File: config.mk
export PLATFORM = sky130hd
export DESIGN_NAME = wmmf_reduce
export DESIGN_NICKNAME = d
export VERILOG_FILES = /design/src/design/wmmf_pkg.sv /design/src/design/wmmf_reduce.sv
export SDC_FILE = /design/constraint.sdc
export NUM_CORES = 1
export LEC_CHECK = 0
export BUFFER_PORTS_ARGS = -buffer_cell sky130_fd_sc_hd__clkbuf_2
export CORE_MARGIN = 1.5
export CORE_UTILIZATION = 58
export DETAILED_ROUTE_END_ITERATION = 16
export PLACE_DENSITY = 0.94
export SYNTH_ARGS = -nofsm -noshare
export SYNTH_HDL_FRONTEND = slang
export SYNTH_SLANG_ARGS = --single-unit
File: constraint.sdc
create_clock -name vclk -period 15.7
set_input_delay 3.14 -clock vclk [all_inputs]
set_output_delay 3.14 -clock vclk [all_outputs]
set_load 0.02 [all_outputs]
File: src/design/wmmf_pkg.sv
// Shared types and constants of the sliding window min/max filter.
`default_nettype none
package wmmf_pkg;

  // Pixel and field widths
  localparam int PixW      = 8;
  localparam int CfgW      = 12;
  localparam int DimW      = CfgW + 1;   // holds a clamped width or height
  localparam int RowW      = 11;
  localparam int OutColW   = 11;

  // Stream packing
  localparam int InTdataW  = 8;
  localparam int OutTdataW = 40;         // max, min, row, col = 38 bits, padded

  // Frame height never exceeds this
  localparam int HeightLimit = 2048;

  // Configuration reset values
  localparam logic [CfgW-1:0] WidthReset  = CfgW'(1280);
  localparam logic [CfgW-1:0] HeightReset = CfgW'(720);

  // Configuration register indexes
  typedef enum logic [0:0] {
    REG_IMAGE_WIDTH  = 1'b0,
    REG_IMAGE_HEIGHT = 1'b1
  } cfg_reg_e;

  typedef logic [PixW-1:0] pix_t;

endpackage
`default_nettype wire

File: src/design/wmmf_reduce.sv
// Balanced compare tree: maximum of one vector and minimum of another.
`default_nettype none
module wmmf_reduce #(
  parameter int N = 7
) (
  input  wire logic [N-1:0][wmmf_pkg::PixW-1:0] max_data_i,
  input  wire logic [N-1:0][wmmf_pkg::PixW-1:0] min_data_i,
  output wmmf_pkg::pix_t                        max_o,
  output wmmf_pkg::pix_t                        min_o
);
  import wmmf_pkg::*;

  localparam int Leaves = 1 << $clog2(N);
  localparam int Nodes  = 2 * Leaves - 1;

  pix_t max_tree [Nodes];
  pix_t min_tree [Nodes];

  // Heap layout: node i has children 2i+1 and 2i+2, leaves at the end.
  // Unused leaves hold the neutral value of each reduction.
  always_comb begin
    for (int j = 0; j < Leaves; j++) begin
      if (j < N) begin
        max_tree[Leaves-1+j] = max_data_i[j];
        min_tree[Leaves-1+j] = min_data_i[j];
      end else begin
        max_tree[Leaves-1+j] = '0;
        min_tree[Leaves-1+j] = '1;
      end
    end
    for (int i = Leaves - 2; i >= 0; i--) begin
      max_tree[i] = (max_tree[2*i+1] > max_tree[2*i+2]) ? max_tree[2*i+1] : max_tree[2*i+2];
      min_tree[i] = (min_tree[2*i+1] < min_tree[2*i+2]) ? min_tree[2*i+1] : min_tree[2*i+2];
    end
  end

  assign max_o = max_tree[0];
  assign min_o = min_tree[0];

endmodule
`default_nettype wire

==> out/results.ini, run 1 <==
[critical_path]
cp_max_fo=8
cp.required_ns=12.56
arrival_ns=9.15
startpoint_type=input pin
cp-end-kind=output pin
path_class=input pin to output pin

[clock_tree]
ctsHoldBuffers=0
cts_setup_buffers=0
cts_resized=0

[global_routing]
grt_overflow_total=0
antenna_found_initial=0
grt_pass1_vias=3918
grt_pass1_wl_um=15700
grt_max_degree=16
track_usage_pct=28.2

[power]
seqPwrFrac_pct=0
powerDensity_nw_per_um2=77.9
peakVddDrop_v=0.0000469
combPwrFrac_pct=100.0
p_switching_mw=0.198
p_clk_share_pct=0
p_leak_nw=2.59
swShare_pct=57.9
internal_power_mw=0.144

[worst_hold_path]
hold_start=max_data_i[52]
holdPathEnd=max_o[4]
hold_depth=4
min_path_type=input pin to output pin

[sta]
drv_slew=0
finalSetupViolCount=0
final-hold-violation-count=0
max_freq_mhz=81.4
fin_setup_tns_ns=0
tightest_slew_ns=1.02
post-route-min-period_ns=12.29
fin_crit_sh_pct=78.3
timing.hold.ws_ns=6.77
rsz0062_at_grt=false
slew_headroom_pct=31.9

[drt]
post_drt_wl_per_cell_um=14.5
drtIter0Drc=227
routed_via_density=5.94
remaining_drc_errors=0
routed-via-count=4066
drt-pass1-iter-count=5
final_antenna_net_count=0
drt_wl_total_um=9940

[layout]
seq_area_um2=0
area_growth_pct=18.9
stdcell_area_um2=4390
nets=813
fin_util_pct=72.9
stdcell_count=685
n_fill_cell=500
clockBufferCount=0
nFlopsAndLatches=0
drive_above_1_share_pct=31.3
num_antenna_cells=0

[yosys]
synth.avg_cell_area_um2=7.55
yosys.area_share.simple_pct=12.7
synth_compound_area_share_pct=29.8
synthMuxAreaShare_pct=17.0
synth_cell_types=58
synth-adder-area-share_pct=30.2
synth-xor-area-share_pct=0
synth_seq_area_share_pct=0
synth_warnings=0
synth_cells=489
synth_top_family_by_area=adder cells
netlist_area_um2=3690
synth_nets=690

[place]
io_buffers=128
place_congestion=1.04
place_inst=685
placed_area_um2=4390
dpl.hpwl_um=9000

[floorplanning]
initial_core_util_pct=61.3
chipWidth_um=82.8
ios=128
dieArea_um2=6850
die_h_um=82.8
core_um2=6030
core.rowCount=28

[run]
drv_cap=0

[run_status]
status=complete, no violations

## per-layer routing
layer  up-vias  share of wire (%)  wire (um)  global-route usage, %
met4         0                1.3        131                   6.33
li1       2022                  -          -                      -
met1      1864                 41       4120                   33.0
met5         -                  0          0                      0
met3        14                7.0        698                   3.17
met2       166                 50       4990                   54.1
## power groups by stage
| stage | Combinational, mW | Sequential (mW) | Clock (mW) |
|---|---|---|---|
| floorplan | 0.247 | 0 | 0 |
| global placement | 0.323 | 0 | 0 |
| global route | 0.375 | 0 | 0 |
| detailed placement | 0.338 | 0 | 0 |
| CTS | 0.339 | 0 | 0 |
| finish | 0.342 | 0 | 0 |
## cells by family after synthesis
group                    Yosys count
AND/OR/NAND/NOR                   90
multiplexers                      59
adder cells (fa/ha/maj)           89
AO/OA/AOI/OAI                    152
buffers and inverters             99
## how the worst max path moves through the flow
stage / end / startpoint / cells after the start / slack [ns]
6_report: max_o[0] / max_data_i[9] / 27 / 3.41
3_5_place_dp: max_o[0] / max_data_i[9] / 27 / 3.61
3_3_place_gp: max_o[0] / max_data_i[9] / 27 / 3.88
4_1_cts: max_o[0] / max_data_i[9] / 27 / 3.55
2_1_floorplan: max_o[0] / max_data_i[11] / 26 / 4.57
5_1_grt: max_o[0] / max_data_i[9] / 27 / 3.04
## worst max-delay path, cell delays in order
cell and delay (ns):
clkbuf_2 0.12, inv_1 0.05, ha_1 0.29, nor2b_2 0.16, o2111ai_2 0.22, a21oi_1 0.13
o21bai_1 0.66, mux2i_1 0.44, inv_1 0.11, ha_1 0.32, a21o_1 0.18, a21o_1 0.17
a21o_2 0.21, a211oi_1 0.34, o211a_2 0.35, o211ai_1 0.15, o31a_1 0.15, ha_1 0.29
nor2b_1 0.13, o21a_1 0.12, o21a_1 0.11, o21a_1 0.11, o21bai_1 0.08, a22oi_1 0.57
o31ai_1 0.17, o2bb2ai_1 0.18, clkbuf_2 0.20
## cells in the final DEF (no fill, tap or decap), drive strengths merged, types with 2 or more instances in the layout
cell type  netlist  final
clkbuf           5    128
inv             92     92
ha              89     89
a21oi           44     44
mux2            31     31
nor2            30     30
mux2i           28     28
o21ai           22     22
a21o            20     20
nand2           15     15
o21a            14     14
nand4           13     13
nor2b           11     11
o2bb2ai         10     10
a31oi           10     10
nand3            6      6
o21bai           5      5
a211oi           5      5
or2              4      4
nand2b           3      3
o31ai            3      3
o211ai           3      3
nor3             2      2
o2111ai          2      2
a22oi            2      2
a2111oi          2      2
and4             2      2
o31a             2      2
## area by class of cell
cell class / instances / area (um^2) / share of cell area (%)
inverters: 92 / 345 / 7.86
multi-input cells: 390 / 3310 / 75.4
well taps: 75 / 93.8 / 2.14
repair buffers: 128 / 641 / 14.6
## Yosys cell counts (2+ instances only)
cell type / n / area [um^2]
a21o_2: 3 / 26.3
inv_1: 92 / 345
mux2i_1: 28 / 280
nand3_1: 6 / 30.0
o31ai_1: 2 / 15.0
ha_1: 89 / 1110
mux2_2: 31 / 349
nor2b_2: 2 / 17.5
nand2_1: 14 / 52.6
o211ai_1: 2 / 15.0
o2bb2ai_1: 10 / 87.6
nor2b_1: 9 / 56.3
a21oi_1: 38 / 190
o21a_1: 14 / 105
or2_1: 2 / 12.5
nand2b_1: 3 / 18.8
nand4_1: 13 / 81.3
a211oi_1: 4 / 30.0
a21o_1: 17 / 128
a21oi_2: 5 / 43.8
or2_2: 2 / 12.5
o21ai_1: 4 / 20.0
o2111ai_2: 2 / 30.0
clkbuf_1: 5 / 18.8
a31oi_1: 9 / 56.3
nor2_1: 29 / 109
nor3_1: 2 / 10.0
o21ai_0: 18 / 90.1
o21bai_1: 5 / 37.5
## per-stage QoR
step | power, mW | setup slack (ns)
final | 0.342 | 3.41
after global routing | 0.375 | 3.04
after CTS | 0.339 | 3.55
after detailed placement | 0.338 | 3.61
after global placement | 0.323 | 3.88
after floorplan | 0.247 | 4.57
Power figures use the tool's default switching activity.
==> run 2, diff against run 1 <==
Settings changed: CORE_UTILIZATION 58 to 54, PLACE_DENSITY 0.94 to 0.88.
Clock period 15.7 ns to 11.35 ns, I/O delays scaled along.
==> out/results.ini, run 2 (synthesis results as in run 1) <==
[power]
peakVddDrop_v=0.0000585  ; +25%
p_leak_nw=2.59  ; +0.18%
powerDensity_nw_per_um2=108  ; +38%
totalPowerFinal_mw=0.474  ; +38%

[layout]
seq_area_um2=0  ; unchanged
num_antenna_cells=0  ; unchanged
area_growth_pct=19.2
clockBufferCount=0  ; unchanged
drive_above_1_share_pct=31.4  ; +0.11 points
n_fill_cell=564  ; +13%
nFlopsAndLatches=0  ; unchanged
nets=814  ; +0.12%
final_common_cell=clkbuf_2
layout_common_cells=clkbuf_2, inv_1, ha_1

[critical_path]
cp_max_fo=8  ; unchanged
cp-end-kind=output pin
cp.required_ns=9.08  ; -3.48 ns
path_class=input pin to output pin
arrival_ns=8.17  ; -0.98 ns
startpoint_type=input pin

[drt]
wl_met3_um=573  ; -18%
dr_wl_met2_um=4970  ; -0.54%
remaining_drc_errors=0  ; unchanged
drtIter0Drc=174  ; -23%
routed_via_density=5.88  ; -0.90%
routed-via-count=4047  ; -0.47%
drt-pass1-iter-count=5  ; unchanged
met1_length_um=4370  ; +6.2%
top_layer=met4
post_drt_wl_per_cell_um=14.6  ; +0.45%
final_antenna_net_count=0  ; unchanged
drt_wl_total_um=10000  ; +0.88%

[sta]
fin_crit_sh_pct=92.0
final-hold-violation-count=0  ; unchanged
slew_headroom_pct=34.3  ; +2.4 points
post-route-min-period_ns=10.44
rsz0062_at_grt=false
tightest_slew_ns=0.985  ; -0.0356 ns
fin_setup_tns_ns=0  ; unchanged
drv_slew=0  ; unchanged
timing.hold.ws_ns=5.01  ; -1.76 ns
max_freq_mhz=95.8
finalSetupViolCount=0  ; unchanged

[place]
io_buffers=128  ; unchanged
place_congestion=0.918  ; -11%
dpl.hpwl_um=9060  ; +0.63%

[floorplanning]
chipWidth_um=85.7  ; +3.5%
initial_core_util_pct=56.8  ; -4.4 points
ios=128  ; unchanged
core.rowCount=29  ; +3.6%
core_um2=6490  ; +7.8%
die_h_um=85.7  ; +3.5%
dieArea_um2=7340  ; +7.1%

[global_routing]
antenna_found_initial=0  ; unchanged
grt_pass1_wl_um=16700  ; +6.1%
track_usage_pct=26.6  ; -1.6 points
grt_max_degree=16  ; unchanged
grt_overflow_total=0  ; unchanged
grt_pass1_vias=4006  ; +2.2%

[worst_hold_path]
hold_depth=4  ; unchanged
min_path_type=input pin to output pin
holdPathEnd=max_o[6]
hold_start=max_data_i[54]

[run_status]
status=complete, no violations

[clock_tree]
cts_setup_buffers=0  ; unchanged
ctsHoldBuffers=0  ; unchanged
cts_resized=0  ; unchanged

[run]
drv_cap=0  ; unchanged

## run 2: cell types whose count changed in the layout (fill, tap and decap cells not counted)
cell,delta
buf_4,+1
## run 2: stage by stage
stage	setup slack (ns)	instance area, um^2	util (%)	instances
6_report	0.908	4400	67.8	688
3_3_place_gp	1.27	4400	67.8	688
5_1_grt	0.637	4400	67.8	688
3_5_place_dp	1.08	4400	67.8	688
2_1_floorplan	1.96	3690	-	489
4_1_cts	1.04	4400	67.8	688
## run 2: power breakdown
part           switching (mW)  internal [mW]
combinational           0.274          0.200
clock                       0              0
sequential                  0              0
total                   0.274          0.200
## run 2: worst max-delay path by stage
| stage | startpoint | endpoint | slack, ns | depth (start not counted) |
|---|---|---|---|---|
| 6_report | max_data_i[9] | max_o[0] | 0.91 | 27 |
| 5_1_grt | max_data_i[9] | max_o[0] | 0.64 | 27 |
| 4_1_cts | max_data_i[9] | max_o[0] | 1.04 | 27 |
| 3_5_place_dp | max_data_i[9] | max_o[0] | 1.08 | 27 |
| 3_3_place_gp | max_data_i[9] | max_o[0] | 1.27 | 27 |
| 2_1_floorplan | max_data_i[11] | max_o[0] | 1.96 | 26 |
## run 2: critical path, stage by stage
cell and delay, ns:
clkbuf_2 0.11, inv_1 0.05, ha_1 0.27, nor2b_2 0.16, o2111ai_2 0.25, a21oi_1 0.11, o21bai_1 0.67, mux2i_1 0.42
inv_1 0.12, ha_1 0.33, a21o_1 0.18, a21o_1 0.16, a21o_2 0.21, a211oi_1 0.31, o211a_2 0.33, o211ai_1 0.13
o31a_1 0.14, ha_1 0.30, nor2b_1 0.13, o21a_1 0.13, o21a_1 0.11, o21a_1 0.10, o21bai_1 0.07, a22oi_1 0.52
o31ai_1 0.16, o2bb2ai_1 0.20, clkbuf_2 0.21
## run 2: cell type report
type / count / area (um^2) / area share (%)
well taps: 77 / 96.3 / 2.19
repair buffers: 129 / 648 / 14.7
multi-input cells: 390 / 3310 / 75.2
inverters: 92 / 345 / 7.85
## run 2: routing by layer
layer | up-vias | global-route usage [%]
li1 | 2035 | -
met1 | 1846 | 33.3
met2 | 152 | 50.4
met3 | 14 | 2.31
met4 | 0 | 3.67
met5 | - | 0
==> run 3, diff against run 2 <==
Settings changed: CELL_PAD_IN_SITES_DETAIL_PLACEMENT from default to 0, CELL_PAD_IN_SITES_GLOBAL_PLACEMENT from default to 1, CORE_UTILIZATION 54 to 38.
==> out/results.ini, run 3 (synthesis results as in run 1) <==
[sta]
fin_setup_tns_ns=0  ; unchanged
post-route-min-period_ns=10.36  ; -0.0822 ns
timing.hold.ws_ns=5.02  ; +0.0151 ns
finalSetupViolCount=0  ; unchanged
final-hold-violation-count=0  ; unchanged
setup_ws_ns=0.990  ; +0.0822 ns
fin_crit_sh_pct=91.3  ; -0.72 points
tightest_slew_ns=1.01  ; +0.0293 ns
rsz0062_at_grt=false
drv_slew=0  ; unchanged
slew_headroom_pct=32.4  ; -2.0 points
max_freq_mhz=96.5  ; +0.79%

[run]
drv_cap=0  ; unchanged

[drt]
drtIter0Drc=72  ; -59%
routed_via_density=5.29  ; -10%
post_drt_wl_per_cell_um=13.3  ; -8.7%
drt_wl_total_um=9860  ; -1.8%
drt-pass1-iter-count=4  ; -1
routed-via-count=3917  ; -3.2%
final_antenna_net_count=0  ; unchanged
remaining_drc_errors=0  ; unchanged

[global_routing]
track_usage_pct=19.0  ; -7.6 points
grt_pass1_wl_um=16600  ; -0.75%
antenna_found_initial=0  ; unchanged
grt_overflow_total=0  ; unchanged
grt_max_degree=16  ; unchanged
grt_pass1_vias=3911  ; -2.4%

[critical_path]
cp.required_ns=9.08  ; about the same
path_class=input pin to output pin
cp_max_fo=8  ; unchanged
slowest_stage=o21bai_1
critical-path-max-stage-delay_ns=0.66  ; about the same
startpoint_type=input pin
cp-end-kind=output pin
arrival_ns=8.09  ; -0.08 ns

[layout]
final_common_cell=clkbuf_2
n_fill_cell=996  ; +77%
num_antenna_cells=0  ; unchanged
area_growth_pct=21.0
stdcell_area_um2=4470  ; +1.5%
fin_util_pct=47.9  ; -20 points
multiInputGateArea_um2=3310  ; unchanged
clockBufferCount=0  ; unchanged
layout_common_cells=clkbuf_2, inv_1, ha_1
nFlopsAndLatches=0  ; unchanged
drive_above_1_share_pct=31.4  ; unchanged
seq_area_um2=0  ; unchanged
nets=814  ; unchanged

[place]
placed_area_um2=4470  ; +1.5%
dpl.hpwl_um=9110  ; +0.55%
place_congestion=0.940  ; +2.4%
io_buffers=128  ; unchanged
place_worst_setup_slack_ns=1.08  ; -0.00198 ns

[clock_tree]
cts_setup_buffers=0  ; unchanged
cts_resized=0  ; unchanged
ctsHoldBuffers=0  ; unchanged

[run_status]
status=complete, no violations

[floorplanning]
chipWidth_um=102  ; +19%
initial_core_util_pct=39.6  ; -17 points
core_um2=9330  ; +44%
ios=128  ; unchanged
dieArea_um2=10300  ; +40%
die_h_um=102  ; +19%
core.rowCount=35  ; +21%

[worst_hold_path]
min_path_type=input pin to output pin

[power]
p_leak_nw=2.59  ; unchanged
powerDensity_nw_per_um2=105  ; -2.6%
peakVddDrop_v=0.0000519  ; -11%

==> run 3: area by class of cell <==
class	instances	share of cell area, %
multi-input combinational	390	74.1
timing repair buffer	129	14.5
inverter	92	7.73
tap	129	3.61
==> run 3: power by group <==
| part | leakage (nW) | internal [mW] | total, mW | switching (mW) |
|---|---|---|---|---|
| registers | 0 | 0 | 0 | 0 |
| clock network | 0 | 0 | 0 | 0 |
| logic | 2.59 | 0.199 | 0.468 | 0.269 |
| total | 2.59 | 0.199 | 0.468 | 0.269 |
==> run 3: layer usage <==
layer	part of all wire, %	GRT usage (%)	vias to the layer above
met1	47	24.8	1762
li1	-	-	2021
met3	4.8	0.897	16
met2	46	34.3	118
met4	2.2	4.27	0
met5	0	0	-
==> run 3: per-stage QoR <==
step,cells,power (mW)
3_3_place_gp,740,0.455
4_1_cts,740,0.470
2_1_floorplan,489,0.341
3_5_place_dp,740,0.467
6_report,740,0.468
5_1_grt,740,0.521
==> run 3: final timing paths <==
kind / endpoint / startpoint / slack (ns) / cells past startpoint
max: max_o[0] / max_data_i[9] / 0.99 / 27
min: max_o[7] / max_data_i[55] / 5.02 / 4
==> run 3: worst max-delay path: cells and delay by family <==
family	cells	cell delay (ns)
adders and majority gates	3	0.88
and+or+nand+nor	2	0.30
AOI/OAI and AO/OA	17	3.77
muxes	1	0.39
buffers and inverters	4	0.46
